--- src/rtl/core/swi_ram.sv ---
module swi_ram #(
  parameter int unsigned WIDTH = 8,
  parameter int unsigned DEPTH = 64
) (
  input  logic                     clk_i,
  input  logic                     we_i,
  input  logic [$clog2(DEPTH)-1:0] waddr_i,
  input  logic [WIDTH-1:0]         wdata_i,
  input  logic [$clog2(DEPTH)-1:0] raddr_i,
  output logic [WIDTH-1:0]         rdata_o
);

  logic [WIDTH-1:0] mem_q [DEPTH];

  // One write port and one registered read port.
  always_ff @(posedge clk_i) begin
    if (we_i) begin
      mem_q[waddr_i] <= wdata_i;
    end
    rdata_o <= mem_q[raddr_i];
  end

endmodule

--- config.mk ---
export PLATFORM = sky130hd
export DESIGN_NAME = swi_ram
export DESIGN_NICKNAME = d
export VERILOG_FILES = /design/src/rtl/core/swi_ram.sv
export SDC_FILE = /design/constraint.sdc
export NUM_CORES = 1
export LEC_CHECK = 0
export ABC_AREA = 1
export BUFFER_PORTS_ARGS = -buffer_cell sky130_fd_sc_hd__buf_4
export CORE_MARGIN = 2
export CORE_UTILIZATION = 57
export DETAILED_ROUTE_END_ITERATION = 16
export PLACE_DENSITY = 0.76
export SLEW_MARGIN = 20
export SYNTH_ARGS = -nofsm -noshare
export SYNTH_HDL_FRONTEND = slang
export SYNTH_SLANG_ARGS = --single-unit
export TNS_END_PERCENT = 30
--- constraint.sdc ---
create_clock -name clk_i -period 5 [get_ports clk_i]
set_input_delay 1.5 -clock clk_i [delete_from_list [all_inputs] [get_ports clk_i]]
set_output_delay 1.5 -clock clk_i [all_outputs]
set_load 0.02 [all_outputs]
# Yosys cells after proc, flatten, opt, wreduce, memory -nomap -nowiden
# Memories as Yosys holds them, arrays and structs flattened. A register that Yosys moved wholly into a read port is not among the register bits.
# Cells that the tools add are included.
[word_totals]
ff_bits = 0
mem_bits_rw = 512
input_bits = 22
output_inout_bits = 8
wordCells = 3
memories = 1
[mem_list]
columns = ["name", "depth", "word_bits", "read_ports", "rd_ports_with_merged_regs", "write_ports", "line", "rtl"]
rows = [
  ["mem_q", 64, 8, 1, 1, 1, "13", "logic [WIDTH-1:0] mem_q [DEPTH];"],
]
[op_classes]
muxes = 2
[op_table]
columns = ["operator", "n"]
rows = [
  ["$mux 1", 2],
]

# Depth between registers and ports, before layout
[logic_depth]
word_depth = 2
depth_mapped = 12
mapped_depth_nobuf = 9

# Worst setup path before layout
# No wires, ideal clock.
[synth_path]
path_type = "input -> register"
start = "in we_i"
end = "mem mem_q[48][0] (enable)"
setup_time_ps = 395
t_arrival_ps = 2871
t_required_ps = 4605
path_slack_ps = 1734
stages = 3
n_path_buf = 1
cell_sequence = "clkbuf_1 nand4_1 nor4_1"
[synth_via]
elab_chain_len = 2
[synth_lines]
columns = ["item", "line", "rtl"]
rows = [
  ["from (decl)", "6", "input logic we_i,"],
  ["$mux 1", "17", "if (we_i) begin"],
  ["$mux 1 (not written as such)", "18", "mem_q[waddr_i] <= wdata_i;"],
  ["to (decl)", "13", ""],
]
# Every way passes these cells.

# Worst setup path after layout
[layout_path]
start = "in waddr_i[0]"
end = "mem mem_q[46][5] (enable)"
[layout_lines]
columns = ["item", "line", "rtl"]
rows = [
  ["from (decl)", "7", "input logic [$clog2(DEPTH)-1:0] waddr_i,"],
]
# No word-level cell before the write port.

==> results by stage <==
Detailed routing:
- The residual antenna-violating net count after detailed routing is 0.
- Dividing the detail-routed wire length by the instance count gives 22.0 µm.
- The total wire length after detailed routing is 50700 µm.
- The initial detailed-routing violation count is 1813.
- After detailed routing, the number of remaining DRC violations is 0.
- The first detailed-routing pass ran for 6 iterations.
- In the routed layout, each cell is associated on average with a via count of 6.07.
- The final route contains 14.0k vias.

CTS:
- The clock tree from TritonCTS is built.
- The latest clock arrival within the worst-skew pair is 580 ps.
- The buffers inserted during post-CTS setup optimization is 0.
- For this design, the CTS-stage hold fixing added 0 buffers.
- The maximum number of buffers from clock root to sink is 3.
- TritonCTS created 51 clock buffers.
- The clock drives 520 sinks.
- Clock-pin slew was measured on the worst setup and hold paths at 70 ps.
- The clock tree synthesis step divided the H-tree into 2 levels.
- In this run the clock root is driven by a clkbuf_16.
- The post-CTS resize count is 0.

Job:
- The number of max-capacitance violations reported is 0.

Yosys:
- By area the synthesized netlist is led by edfxtp_1, nand2_1, nand3_1.
- Of the synthesized area, sequential elements account for 0.728.
- The count of flip-flops with a built-in enable after synthesis is 512.
- Of the post-synthesis cell area, the dominant cell type holds 0.720.
- The number of standard cells after synthesis is 1805.
- By count the netlist is led by nand2_1, edfxtp_1, nand3_1, nor2_1, buf_2.
- After synthesis, the netlist uses 16 different library cells.
- Counting every net in the synthesized netlist gives 1827.
- The Yosys step of the flow raised 0 warnings.
- The cell type with the largest total area after synthesis is edfxtp_1.
- The number of storage elements in the synthesis netlist is 520.
- The async set-or-reset flop fraction in the synthesized netlist is 0.
- The mean instance size in the synthesized netlist is 11.8 µm².
- The primary flip-flop cell chosen by synthesis mapping is edfxtp_1.
- The post-synthesis cell area is 21300 µm².
- By instance count, the leading cell after synthesis is nand2_1.

Timing:
- Hold timing on the final database bottoms out at a slack of 832 ps.
- The count of final max-slew check failures is 0.
- The minimum period implied by the final worst setup slack is 3420 ps.
- The number of endpoints with negative hold slack in the final report came to 0.
- In the finished design, the share of the clock period the worst path needs comes to 0.684.
- The final worst clock skew is 18.4 ps.
- Setup violations remaining at the end of the flow were counted as 0.
- The setup TNS is 0 ps.
- The measured slew at the worst slew-check pin is 1140 ps.
- The achievable clock frequency is 293 MHz.
- The worst-case headroom to the max-slew limit is 0.239.
- Setup repair after global routing left no endpoint under its margin.

Cells and area:
- The final cell count without fillers is 2305.
- The filler cells instantiated in the layout total 2630.
- After the last flow step, the layout net total stands at 1816.
- With fillers left out, the area of the finished cells amounts to 23300 µm².
- The share of post-route cells with drive strength above 1 is 0.0703.
- The synthesis-to-finish area growth is 9.07%.

Placed design:
- In this run the tool buffered the top-level ports with 29 buffer cells.
- The placed standard-cell area is 21500 µm².
- The placer's final routability congestion estimate is 0.905.
- The cell count after placement is 2209.
- Summed over all nets, the half-perimeter wirelength after detailed placement is 28300 µm.

Global routing:
- The initial antenna violation count is 2.
- The first global-routing pass estimated 76800 µm of wire.
- The total global routing track utilization is 0.265.
- The pin count of the biggest net entering global routing is 257.
- The via count of the first global-routing pass is 13.4k.
- For this run the aggregate overflow at the end of global routing stands at 0.

Floorplan:
- The initial utilization of the core area, before any placement, comes to 0.581.
- The floorplan die area is 39000 µm².
- The die is 197 µm tall.
- In this run the horizontal extent of the chip is 197 µm.
- The number of placed I/O pins is 30.
- The cell row count is 70.
- The placeable core area is 36700 µm².

Power:
- The worst IR drop on VDD is 394 µV.
- Dividing total power by cell area gives a power density of 401 nW/µm².
- The static power due to leakage is 8.35 nW.

Worst hold path:
- Along the worst hold path, the cell count comes to 8.
- The worst hold-check path type is reg2reg.

Critical path:
- The cell type group with the largest total delay on the critical path is simple AND/OR/NAND/NOR gates.
- The worst setup path is launched from an input pin.
- The signal on the critical path passes through buf_4 -> inv_1 -> nand4_1 -> nor2_1.
- The biggest cell delay along the critical path is 930 ps.
- Together, buffers and inverters on the worst path number 2.
- The critical path crosses 4 cells after its start point.
- Along the worst path, the maximum fanout reaches 9.
- Among all stages on the critical path, the largest delay is contributed by nor2_1.
- The class of the most critical setup path is in2reg.
- Measured in cells, the most critical reg-to-reg path has a length of 8.
- The data arrival time of the critical path is 3620 ps.
- The data required time at the worst endpoint is 5200 ps.
- The endpoint kind of the worst setup timing path is a register.

Run status:
- The flow ran to the end, and the final reports show no timing, DRC or antenna violations.
==> final timing paths <==
kind,to,startpoint,slack (ps)
worst max-delay path,mem_q[46][5],waddr_i[0],1580
worst min-delay path,rdata_o[0],mem_q[34][0],830
worst max register to register,rdata_o[3],mem_q[59][3],3630
worst min register to register,rdata_o[0],mem_q[34][0],830
==> metal layers <==
layer	vias up	routed length [µm]	GRT usage	share of wire
met5	-	0	0	0
li1	6328	-	-	-
met2	814	23900	0.422	0.47
met4	0	2110	0.119	0.042
met3	143	5010	0.0531	0.099
met1	6715	19700	0.358	0.39
==> worst min-delay path: cells and delay by family (launching register included) <==
| family | cells | cell delay, ps |
|---|---|---|
| flops | 1 | 320 |
| simple gates | 8 | 490 |
==> cells by family after synthesis <==
logic type             synth area share
DFF                               0.728
and+or+nand+nor                   0.232
buffers and inverters            0.0402
==> through the flow <==
stage / setup slack (ps) / util / power (mW)
floorplan: 1730 / - / 5.27
global placement: 1240 / 0.587 / 5.47
detailed placement: 1090 / 0.587 / 5.48
CTS: 1690 / 0.634 / 9.35
global route: 1580 / 0.634 / 9.57
finish: 1580 / 0.634 / 9.33
==> final cells by class <==
cell class	count	area, µm²	area share
sequential	520	15500	0.667
multi-input combinational	1160	4950	0.213
clock buffer	62	1370	0.0589
tap	468	586	0.0252
timing repair buffer	49	422	0.0181
clock inverter	32	359	0.0154
inverter	12	52.6	0.00226
antenna	2	5.00	0.000215
==> power breakdown <==
group | leakage, nW | total [mW] | switching [mW] | internal (mW)
Combinational | 2.84 | 0.564 | 0.426 | 0.137
Sequential | 4.67 | 4.84 | 0.0160 | 4.83
Clock | 0.841 | 3.93 | 1.57 | 2.36
Total | 8.35 | 9.33 | 2.01 | 7.32
==> sequential cells by signal (all words and copies together), names as in the netlist <==
signal / count
mem_q: 512
rdata_o: 8
==> layout by cell type (no fill, tap or decap) <==
master	synthesis	layout
nand2_1	648	648
edfxtp_1	512	512
nand3_1	439	439
nor2_1	56	56
clkbuf_16	0	53
buf_4	14	44
clkinv_2	0	11
inv_1	10	9
nand4_1	9	9
clkinv_1	0	9
nor4_1	8	8
clkbuf_1	15	8
bufinv_16	0	8
dfxtp_1	8	8
clkinvlp_4	0	4
buf_12	0	4
diode_2	0	2
inv_6	1	1
inv_4	0	1
inv_2	1	1
clkbuf_8	0	1
buf_6	35	1
Power figures use the tool's default switching activity.
